==> config.mk <==
export PLATFORM = sky130hd
export DESIGN_NAME = string_key_hash64_unit
export DESIGN_NICKNAME = d
export VERILOG_FILES = /design/src/hdl/skh64_pkg.sv /design/src/hdl/skh64_mul.sv /design/src/hdl/string_key_hash64_unit.sv
export SDC_FILE = /design/constraint.sdc
export NUM_CORES = 2
export LEC_CHECK = 0
export BUFFER_PORTS_ARGS = -buffer_cell sky130_fd_sc_hd__clkbuf_2
export CORE_UTILIZATION = 30
export CTS_CLUSTER_SIZE = 20
export DETAILED_ROUTE_END_ITERATION = 8
export SETUP_SLACK_MARGIN = 0.4
export SLEW_MARGIN = 20
export SYNTH_ARGS = -nofsm -noshare
export SYNTH_HDL_FRONTEND = slang
export SYNTH_SLANG_ARGS = --single-unit
==> constraint.sdc <==
create_clock -name clk -period 10.9 [get_ports clk]
set_clock_uncertainty 0.1 [all_clocks]
set_input_delay 0.545 -clock clk [delete_from_list [all_inputs] [get_ports clk]]
set_output_delay 0.545 -clock clk [all_outputs]
set_load 0.1 [all_outputs]
==> src/hdl/skh64_pkg.sv <==
package skh64_pkg;

  localparam int WORD_W = 64;
  localparam int HALF_W = 32;
  localparam int KEY_LEN_W = 16;
  localparam int BCNT_W = 4;
  localparam int LENGTH_BITS_DEF = 16;

  localparam logic [WORD_W-1:0] HP1 = 64'd11400714785074694791;
  localparam logic [WORD_W-1:0] HP2 = 64'd14029467366897019727;
  localparam logic [WORD_W-1:0] HP3 = 64'd1609587929392839161;
  localparam logic [WORD_W-1:0] HP5 = 64'd2870177450012600261;

  localparam int ROT_WORD = 31;
  localparam int ROT_BYTE = 11;
  localparam int AV_SH1 = 33;
  localparam int AV_SH2 = 29;
  localparam int AV_SH3 = 32;

  localparam logic [BCNT_W-1:0] FULL_COUNT = 4'd8;

  typedef struct packed {
    logic [WORD_W-1:0]    key_word;
    logic [BCNT_W-1:0]    byte_count;
    logic                 first_word;
    logic [KEY_LEN_W-1:0] key_length;
    logic                 last_word;
  } req_t;

  typedef struct packed {
    logic [WORD_W-1:0] hash_value;
    logic              length_error;
  } rsp_t;

  typedef struct packed {
    logic              start;
    logic [WORD_W-1:0] a;
    logic [WORD_W-1:0] b;
  } mul_cmd_t;

  function automatic logic [WORD_W-1:0] rotl64(input logic [WORD_W-1:0] v, input int r);
    rotl64 = (v << r) | (v >> (WORD_W - r));
  endfunction

endpackage

==> src/hdl/skh64_mul.sv <==
module skh64_mul
  import skh64_pkg::*;
(
  input  logic              clk,
  input  logic              rst,
  input  mul_cmd_t          cmd,
  output logic              done,
  output logic [WORD_W-1:0] p
);

  logic [WORD_W-1:0] a;
  logic [WORD_W-1:0] b;
  logic [WORD_W-1:0] acc;
  logic              busy;
  logic [1:0]        step;
  logic [HALF_W-1:0] ma;
  logic [HALF_W-1:0] mb;
  logic [WORD_W-1:0] prod;

  always_comb begin
    ma   = (step == 2'd2) ? a[WORD_W-1:HALF_W] : a[HALF_W-1:0];
    mb   = (step == 2'd1) ? b[WORD_W-1:HALF_W] : b[HALF_W-1:0];
    prod = WORD_W'(ma) * WORD_W'(mb);
  end

  always_ff @(posedge clk) begin
    if (rst) begin
      busy <= 1'b0;
      step <= 2'd0;
      done <= 1'b0;
    end else begin
      done <= 1'b0;
      if (cmd.start) begin
        busy <= 1'b1;
        step <= 2'd0;
      end else if (busy) begin
        if (step == 2'd2) begin
          busy <= 1'b0;
          done <= 1'b1;
        end
        step <= step + 2'd1;
      end
    end
  end

  always_ff @(posedge clk) begin
    if (cmd.start) begin
      a <= cmd.a;
      b <= cmd.b;
    end
    if (busy) begin
      if (step == 2'd0) begin
        acc <= prod;
      end else begin
        acc[WORD_W-1:HALF_W] <= acc[WORD_W-1:HALF_W] + prod[HALF_W-1:0];
      end
    end
  end

  assign p = acc;

  a_start_idle: assert property (@(posedge clk) disable iff (rst) cmd.start |-> !busy)
    else $error("multiply started while busy");
  a_done_lat: assert property (@(posedge clk) disable iff (rst) cmd.start |-> ##4 done)
    else $error("multiply result not ready after three steps");
  a_done_quiet: assert property (@(posedge clk) disable iff (rst) done |-> !busy)
    else $error("done raised while still stepping");

endmodule

==> src/hdl/string_key_hash64_unit.sv <==
// Streaming 64-bit string key hash.
// Request channel (req_valid/req_ready/req_data) carries one key word per
// request: eight key bytes little-endian, the valid byte count, first and
// last marks, and on the first word the total key length.
// Response channel (rsp_valid/rsp_ready/rsp_data) returns one hash and a
// length error flag for each request marked last; other requests give none.
// All 64-bit multiplies run on one shared 32x32 multiplier, three passes
// per product. A full word takes 2 multiplies; a partial word takes 2
// multiplies per valid byte. A last word adds the avalanche (2 multiplies)
// and a load into the response register.
// req_ready is high only while the sequencer is idle.
// The response register holds a finished hash while the receiver stalls;
// the next request is taken meanwhile, and a further result waits in the
// sequencer until the register frees.
// Synchronous reset clears the hash state, byte counters, error flag and the
// response valid flag.
module string_key_hash64_unit
  import skh64_pkg::*;
#(
  parameter int LENGTH_BITS = LENGTH_BITS_DEF
) (
  input  logic clk,
  input  logic rst,
  input  logic req_valid,
  output logic req_ready,
  input  req_t req_data,
  output logic rsp_valid,
  input  logic rsp_ready,
  output rsp_t rsp_data
);

  typedef enum logic [7:0] {
    S_IDLE  = 8'b0000_0001,
    S_WORD1 = 8'b0000_0010,
    S_WORD2 = 8'b0000_0100,
    S_BYTE1 = 8'b0000_1000,
    S_BYTE2 = 8'b0001_0000,
    S_AVAL1 = 8'b0010_0000,
    S_AVAL2 = 8'b0100_0000,
    S_EMIT  = 8'b1000_0000
  } state_t;

  state_t                 state;
  state_t                 state_next;
  logic [WORD_W-1:0]      running_hash;
  logic [LENGTH_BITS-1:0] bytes_seen;
  logic [LENGTH_BITS-1:0] expected_length;
  logic                   framing_error;
  logic [WORD_W-1:0]      word;
  logic [2:0]             left;
  logic                   last;
  logic [WORD_W-1:0]      final_hash;

  mul_cmd_t               mul_cmd;
  logic                   mul_done;
  logic [WORD_W-1:0]      mul_p;

  logic                   accept;
  logic [LENGTH_BITS-1:0] klen;
  logic [BCNT_W-1:0]      cnt;
  logic [WORD_W-1:0]      h0;
  logic [LENGTH_BITS-1:0] seen_base;
  logic [LENGTH_BITS:0]   seen_sum;
  logic                   framing_next;
  logic                   rsp_load;

  skh64_mul u_mul (
    .clk  (clk),
    .rst  (rst),
    .cmd  (mul_cmd),
    .done (mul_done),
    .p    (mul_p)
  );

  assign req_ready = (state == S_IDLE);
  assign accept    = req_valid && req_ready;
  assign rsp_load  = (state == S_EMIT) && (!rsp_valid || rsp_ready);

  always_comb begin
    klen      = LENGTH_BITS'(req_data.key_length);
    cnt       = (req_data.byte_count > FULL_COUNT) ? FULL_COUNT : req_data.byte_count;
    h0        = req_data.first_word ? (HP5 + WORD_W'(klen)) : running_hash;
    seen_base = req_data.first_word ? '0 : bytes_seen;
    seen_sum  = {1'b0, seen_base} + (LENGTH_BITS + 1)'(cnt);
    framing_next = (framing_error && !req_data.first_word)
                 || (req_data.byte_count > FULL_COUNT)
                 || ((cnt != FULL_COUNT) && !req_data.last_word)
                 || seen_sum[LENGTH_BITS];
  end

  always_comb begin
    mul_cmd    = '0;
    state_next = state;
    case (state)
      S_IDLE: begin
        if (accept) begin
          if (cnt == FULL_COUNT) begin
            mul_cmd    = '{1'b1, req_data.key_word, HP2};
            state_next = S_WORD1;
          end else if (cnt != '0) begin
            mul_cmd    = '{1'b1, WORD_W'(req_data.key_word[7:0]), HP5};
            state_next = S_BYTE1;
          end else if (req_data.last_word) begin
            mul_cmd    = '{1'b1, h0 ^ (h0 >> AV_SH1), HP2};
            state_next = S_AVAL1;
          end
        end
      end
      S_WORD1: begin
        if (mul_done) begin
          mul_cmd    = '{1'b1, rotl64(running_hash ^ mul_p, ROT_WORD), HP1};
          state_next = S_WORD2;
        end
      end
      S_WORD2: begin
        if (mul_done) begin
          if (last) begin
            mul_cmd    = '{1'b1, mul_p ^ (mul_p >> AV_SH1), HP2};
            state_next = S_AVAL1;
          end else begin
            state_next = S_IDLE;
          end
        end
      end
      S_BYTE1: begin
        if (mul_done) begin
          mul_cmd    = '{1'b1, rotl64(running_hash ^ mul_p, ROT_BYTE), HP1};
          state_next = S_BYTE2;
        end
      end
      S_BYTE2: begin
        if (mul_done) begin
          if (left != '0) begin
            mul_cmd    = '{1'b1, WORD_W'(word[7:0]), HP5};
            state_next = S_BYTE1;
          end else if (last) begin
            mul_cmd    = '{1'b1, mul_p ^ (mul_p >> AV_SH1), HP2};
            state_next = S_AVAL1;
          end else begin
            state_next = S_IDLE;
          end
        end
      end
      S_AVAL1: begin
        if (mul_done) begin
          mul_cmd    = '{1'b1, mul_p ^ (mul_p >> AV_SH2), HP3};
          state_next = S_AVAL2;
        end
      end
      S_AVAL2: begin
        if (mul_done) begin
          state_next = S_EMIT;
        end
      end
      S_EMIT: begin
        if (rsp_load) begin
          state_next = S_IDLE;
        end
      end
      default: begin
        state_next = S_IDLE;
      end
    endcase
  end

  always_ff @(posedge clk) begin
    if (rst) begin
      state           <= S_IDLE;
      running_hash    <= '0;
      bytes_seen      <= '0;
      expected_length <= '0;
      framing_error   <= 1'b0;
      rsp_valid       <= 1'b0;
    end else begin
      state <= state_next;
      if (accept) begin
        running_hash  <= h0;
        framing_error <= framing_next;
        bytes_seen    <= seen_sum[LENGTH_BITS] ? '1 : seen_sum[LENGTH_BITS-1:0];
        if (req_data.first_word) begin
          expected_length <= klen;
        end
      end
      if (mul_done && (state == S_WORD2 || state == S_BYTE2)) begin
        running_hash <= mul_p;
      end
      if (rsp_load) begin
        rsp_valid <= 1'b1;
      end else if (rsp_ready) begin
        rsp_valid <= 1'b0;
      end
    end
  end

  always_ff @(posedge clk) begin
    if (accept) begin
      word <= req_data.key_word >> 8;
      left <= 3'(cnt - 4'd1);
      last <= req_data.last_word;
    end
    if (mul_done && state == S_BYTE2 && left != '0) begin
      word <= word >> 8;
      left <= left - 3'd1;
    end
    if (mul_done && state == S_AVAL2) begin
      final_hash <= mul_p ^ (mul_p >> AV_SH3);
    end
    if (rsp_load) begin
      rsp_data.hash_value   <= final_hash;
      rsp_data.length_error <= framing_error || (bytes_seen != expected_length);
    end
  end

  a_done_wait: assert property (@(posedge clk) disable iff (rst)
      mul_done |-> (state == S_WORD1 || state == S_WORD2 || state == S_BYTE1
                    || state == S_BYTE2 || state == S_AVAL1 || state == S_AVAL2))
    else $error("multiply finished outside a wait state");
  a_emit_load: assert property (@(posedge clk) disable iff (rst) rsp_load |=> rsp_valid)
    else $error("finished hash not presented");
  a_empty_frame: assert property (@(posedge clk) disable iff (rst)
      accept && (req_data.byte_count == '0) && !req_data.last_word
      |=> (state == S_IDLE) && framing_error)
    else $error("empty non-last word not flagged");
  a_idle_quiet: assert property (@(posedge clk) disable iff (rst)
      (state == S_IDLE) |-> !mul_done)
    else $error("multiplier active while idle");

endmodule

[Yosys cells after proc, flatten, opt, wreduce, memory -nomap -nowiden]
Index checks and enable logic that the tools add are counted.
Cells by class
  add/subtract/negate cells: 6
  multipliers: 1
  $lt $le $gt $ge: 1
  eq/ne operators: 22
  multiplexer cells: 45
  bitwise logic cells: 8
  reductions and logical operators: 28
Operators with widths (number)
  $mux W129: 11
  $pmux W129 S6: 1
  $mux W64: 3
  $xor A64 B31 Y64: 2
  $mux W32: 3
  $mux W8: 11
  $mul A32 B32 Y64: 1
  $or A64 B11 Y64: 1
  $or A64 B31 Y64: 1
  $pmux W8 S8: 1
  $xor A64 B32 Y64: 1
  $xor A64 B35 Y64: 1
  $xor A64 B64 Y64: 1
  $add A62 B16 Y63 const A: 1
  $mux W56: 1
  $mux W48: 1
  $add A32 B32 Y32: 1
  $mux W16: 2
  $add A16 B4 Y17: 1
  $ne A16 B16 Y1: 1
  $ne A2 B1 Y1 const B: 7
  $mux W6: 2
  $reduce_and A9 Y1: 1
  $eq A8 B1 Y1 const B: 1
  30 further kinds: 54
Word-level totals
  flip-flop bits (word level): 491
  bits of input ports: 90
  output and inout bits: 67

[Longest topological paths before layout]
  depth after elaboration: 9
  gate-level depth with buffers: 42
  depth with buffers taken out: 39

[Hierarchy]
From an unflattened synthesis, not the netlist that was laid out.
Unflattened totals
  cells, all modules: 5982
  area total of the unflattened synthesis: 57025.9 µm²
By module, submodules not included
  skh64_mul: instances 1, cells an instance 4267, area each 40839.2 µm², seq. area each 5845.6 µm²
  string_key_hash64_unit: instances 1, cells an instance 1715, area each 16186.8 µm², seq. area each 7797.5 µm²

[Worst setup path after synthesis]
Ideal clock, no wire load.
  path type: register to register
  start: reg u_mul.step[0]
  end: reg u_mul.acc[63], in the netlist u_mul.p[63], data pin
  arrival time: 9.971 ns
  required time: 10.528 ns
  setup slack: 0.557 ns
  stages on the path, launching flop included: 41
  path buffers: 4
  clock period less this slack: 10.343 ns
  cells stage by stage: dfxtp_1 > inv_1 > ha_1 > clkbuf_1 > clkbuf_1 > mux2i_1 > clkbuf_1 > nor2_1 > fa_1 > fa_1 > fa_1 > inv_1 > fa_1 > inv_1 > fa_1 > inv_1 > fa_1 > inv_1 > [5 not listed] > clkbuf_1 > nand2_1 > o21ai_1 > or3_1 > a31oi_1 > o21ai_0 > xnor2_1 > ha_1 > a21o_1 > a21o_1 > a21o_1 > a21o_1 > a21o_1 > a21o_1 > a221oi_2 > or2_1 > mux2i_1 > or4_1
On the way
  word-level cells in the longest chain between the ends: 5
Ends and longest elaborated chain
  from (decl): RTL line skh64_mul.sv:15  | logic [1:0] step;
  from (signal assigned): RTL line skh64_mul.sv:41  | step <= step + 2'd1;
  $eq A2 B2 Y1 / $eq A2 B1 Y1 (equally long branches): RTL line skh64_mul.sv:21, skh64_mul.sv:22
  $mux W32 (on tied branches): RTL line skh64_mul.sv:21, skh64_mul.sv:22
  $mul A32 B32 Y64 *: RTL line skh64_mul.sv:23  | prod = WORD_W'(ma) * WORD_W'(mb);
  named net u_mul.prod[24]: RTL line skh64_mul.sv:18  | logic [WORD_W-1:0] prod;
  $add A32 B32 Y32 *: RTL line skh64_mul.sv:55  | acc[WORD_W-1:HALF_W] <= acc[WORD_W-1:HALF_W] + prod[HALF_W-1:0];
  $mux W32 *: RTL line skh64_mul.sv:52  | if (step == 2'd0) begin
  to (signal assigned): RTL line skh64_mul.sv:53  | acc <= prod;
  to (signal, indexed assignment): RTL line skh64_mul.sv:55
  to (decl): RTL line skh64_mul.sv:13  | logic [WORD_W-1:0] acc;
Mark *: on every way through the listed nets, which the timed path passes. The rest lies on a longest branch.
A chain may end at the register's enable or synchronous reset.

[Final worst setup path]
  start: reg u_mul.step[1]
  end: reg u_mul.acc[63], in the netlist u_mul.p[63], data pin
Same word-level chain as after synthesis.

==> implementation parameters <==
Parameter                              Value

Cells and area
  Number of inserted filler cells in the final layout    18.49k
  Proportion of layout cells with a drive suffix above 1    10.20%
  Area growth from synthesis to layout    12.07%
  Total Nets Final    7164
  Post-route insts no fill    8267

Logic synthesis
  Share of async-settable or async-resettable flops after synthesis    0%
  Post-synthesis net count    7033
  Cells after Synth    5741
  Number of warnings reported in the yosys synthesis log    0
  Post-synthesis instance area    54140 µm²
  Post-Syn Area per Cell    9.430 µm²
  Synth Flop Type    edfxtp_1
  Proportion of synthesized chip area in sequential cells    22.43%
  Number of synthesized register bits    441
  Count of flip-flops with a built-in enable after synthesis    331
  Synth cell types    83

STA
  Portion of the clock cycle consumed by the worst path in the final layout    94.18%
  Final number of hold-violating endpoints    0
  RSZ-0062 raised after global routing    yes
  Final setup margin    0.6346 ns
  Worst slew pin tran    1.095 ns
  Shortest period the worst path allows    10.27 ns
  Post-route setup TNS    0 ns
  Final Max Slew Viols    0
  FMAX    97.41 MHz
  Worst slew margin    26.83%
  Final setup vio count    0

CTS
  Maximum buffer depth of the clock tree    3
  Clock slew at reported path FFs    0.06 ns
  Clock root buffer    clkbuf_16
  Clock insertion delay at the later pin of the skew report    0.62 ns
  CTS hold repair buffers    0
  CTS tree    built
  TritonCTS Buffers    47
  Total clock sinks    441
  CTS HTree Levels    2

Setup path
  Slowest library cell on the worst path    fa_1
  Nature of the critical path startpoint    register
  Largest stage delay on the critical path    0.66 ns
  Req. time, crit path    11.12 ns
  Sort of element at the end of the critical path    register
  Data arrival time of the critical path    10.49 ns
  Largest fanout of any net on the critical path    19
  Worst setup path category    reg2reg
  Most common cell type on the critical path    fa_1

Job
  Total of max-cap violations    0

Floorplanning
  Starting density of the core    30.28%
  Area of the core region    178800 µm²
  Die area    182200 µm²
  Overall die height    426.8 µm
  I/O pin cnt    157
  Core Rows    155
  Die Wd    426.8 µm

Routing
  Via/cell ratio    5.277
  Pre-Repair DR Iteration Count    6
  Detailed-route wire length per cell    27.86 µm
  Vias after detailed routing    43.62k
  Detailed Route WL    230.3 mm
  Antenna violation net count after detailed routing    0
  Remaining design rule violation count    0
  Detailed router's first-iteration violation count    4921

Global route
  Combined global-route utilization of all metal layers    25.21%
  Global-route wire length before repair    327.1 mm
  Global-route congestion overflow total    0
  Pin count of the biggest net entering global routing    82
  Via count of the first global-routing pass    44.35k
  Number of antenna violations at the first check in global routing    9

Worst hold path
  Class of the worst hold path    in2reg

Place
  Final HPWL DP    190.0 mm
  Routability congestion estimate from global placement    1.025
  PortBufs    156
  Post-Place Setup Slack    0.3384 ns
  Total placed cells including tap cells    8161

Status
  Run status    finished, final reports clean
## cells by family (layout without fill, tap and decap cells)
| kind of cell | Yosys count | after routing | share of synthesized area [%] |
|---|---|---|---|
| simple gates | 1599 | 1599 | 12.08 |
| buf+inv | 1347 | 1516 | 9.346 |
| fa+ha+maj | 1202 | 1202 | 40.20 |
| compound gates | 803 | 803 | 9.984 |
| flops | 441 | 441 | 22.43 |
| xor+xnor | 260 | 260 | 4.232 |
| mux | 89 | 89 | 1.726 |
| other cells | 0 | 2 | 0 |
## layout make-up
type	instances	area, µm²	area share, %
Clock inverter	34	380.4	0.6269
Antenna cell	2	5.005	0.008249
Sequential cell	441	12140	20.02
Multi-Input combinational cell	3953	37390	61.63
Tap cell	2355	2947	4.856
Clock buffer	53	1209	1.992
Inverter	1036	3889	6.409
Timing Repair Buffer	393	2705	4.458
## placed cells by master (no fill, tap or decap), drive strengths merged, types with 7 or more instances in the layout
cell type  Yosys  final
inv         1034   1039
fa           896    896
nand2        754    754
nor2         617    617
edfxtp       331    331
ha           306    306
buf           18    238
a21oi        220    220
clkbuf       293    208
o21ai        140    140
xor2         137    137
xnor2        122    122
dfxtp        110    110
a21o          71     71
o22ai         56     56
mux2i         54     54
a22oi         50     50
o221ai        43     43
a221o         37     37
mux2          35     35
nand2b        31     31
nor3          30     30
nand3         27     27
a221oi        26     26
nor2b         26     26
nand4         25     25
o21bai        23     23
a31oi         23     23
and2          22     22
clkinv         2     20
and3          17     17
o211ai        17     17
a211oi        14     14
or2           14     14
o21a          13     13
or3           11     11
a222oi         9      9
a311oi         8      8
o31ai          8      8
bufinv         0      7
## registers in the layout, summed over array words and instances (netlist names)
name / flops
state: 8
final_hash: 64
rsp_valid: 1
left: 3
u_mul.a: 64
u_mul.busy: 1
word: 56
last: 1
rsp_data: 65
u_mul.b: 14
expected_length: 16
u_mul.p: 64
u_mul.done: 1
bytes_seen: 16
running_hash: 64
framing_error: 1
u_mul.step: 2
## cells in the mapped netlist, types with 5 or more instances
library cell / instances / area share, %
a211oi_1: 13 / 0.18
a211o_1: 5 / 0.081
or2_2: 11 / 0.13
and2_1: 21 / 0.24
or3_1: 11 / 0.13
o221a_2: 5 / 0.10
dfxtp_1: 110 / 4.1
o21ai_0: 116 / 1.1
o21a_1: 13 / 0.18
o221ai_1: 43 / 0.70
a221oi_1: 25 / 0.40
ha_1: 306 / 7.1
a22oi_1: 50 / 0.69
a221o_1: 37 / 0.68
clkbuf_1: 293 / 2.0
mux2i_1: 54 / 1.0
nand4_1: 25 / 0.29
o211ai_1: 17 / 0.24
inv_1: 1032 / 7.2
nor3_1: 30 / 0.28
a311oi_1: 8 / 0.13
o22ai_1: 56 / 0.65
fa_1: 896 / 33
nor2_1: 617 / 4.3
nor4_1: 6 / 0.069
o31ai_1: 7 / 0.097
nand3b_1: 6 / 0.083
a31oi_1: 21 / 0.24
nand2b_1: 31 / 0.36
nand2_1: 754 / 5.2
xnor2_1: 122 / 2.0
o21bai_1: 23 / 0.32
mux2_2: 34 / 0.71
a21o_1: 71 / 0.98
nand3_1: 27 / 0.25
and3_1: 17 / 0.20
a222oi_1: 9 / 0.17
xor2_1: 137 / 2.2
edfxtp_1: 331 / 18
nor2b_1: 26 / 0.30
o21ai_1: 23 / 0.21
a21oi_1: 219 / 2.0
buf_1: 15 / 0.10
## worst max-delay path, delay by kind of cell (launching register included)
kind	cells	cell delay [ns]
fa+ha+maj	11	5.11
compound gates	7	1.78
simple gates	7	1.39
buf+inv	7	0.90
flops	1	0.37
xor+xnor	1	0.24
mux	1	0.07
## routing by layer
| layer | part of all wire, % | vias up | global-route usage, % |
|---|---|---|---|
| met5 | 0.025 | - | 0 |
| met1 | 40 | 22060 | 33.51 |
| met4 | 6.7 | 10 | 13.71 |
| met2 | 44 | 2497 | 38.85 |
| li1 | - | 18520 | - |
| met3 | 9.1 | 535 | 4.466 |
## repair_timing
action	4_1_cts	5_1_grt
pin swaps	0	4
setup buffers	0	17
endpoints found under the hold margin	0	0
setup endpoints to repair	1	5
gates resized for setup	3	77
## worst paths after layout
| path | start | endpoint | slack [ns] | depth (start not counted) |
|---|---|---|---|---|
| setup / recovery | u_mul.step[1]$_SDFFE_PP0P_ | u_mul.p[63]$_DFFE_PP_ | 0.63 | 34 |
| hold / removal | req_data[0] | last$_DFFE_PP_ | 0.1 | 1 |
| setup reg to reg | u_mul.step[1]$_SDFFE_PP0P_ | u_mul.p[63]$_DFFE_PP_ | 0.63 | 34 |
| hold reg to reg | final_hash[12]$_DFFE_PP_ | rsp_data[13]$_DFFE_PP_ | 0.31 | 0 |
## metrics by stage
stage	utilization [%]	area, µm²	hold WS, ns
after floorplan	-	54140	0.3003
after global placement	32.76	58590	0.3050
after detailed placement	32.77	58590	0.3045
after CTS	33.66	60190	0.07772
after global routing	33.93	60670	0.1003
final	33.93	60670	0.09719
Power is not shown: default switching activity piles up to over one toggle a cycle in this logic, so the estimate is an artifact.
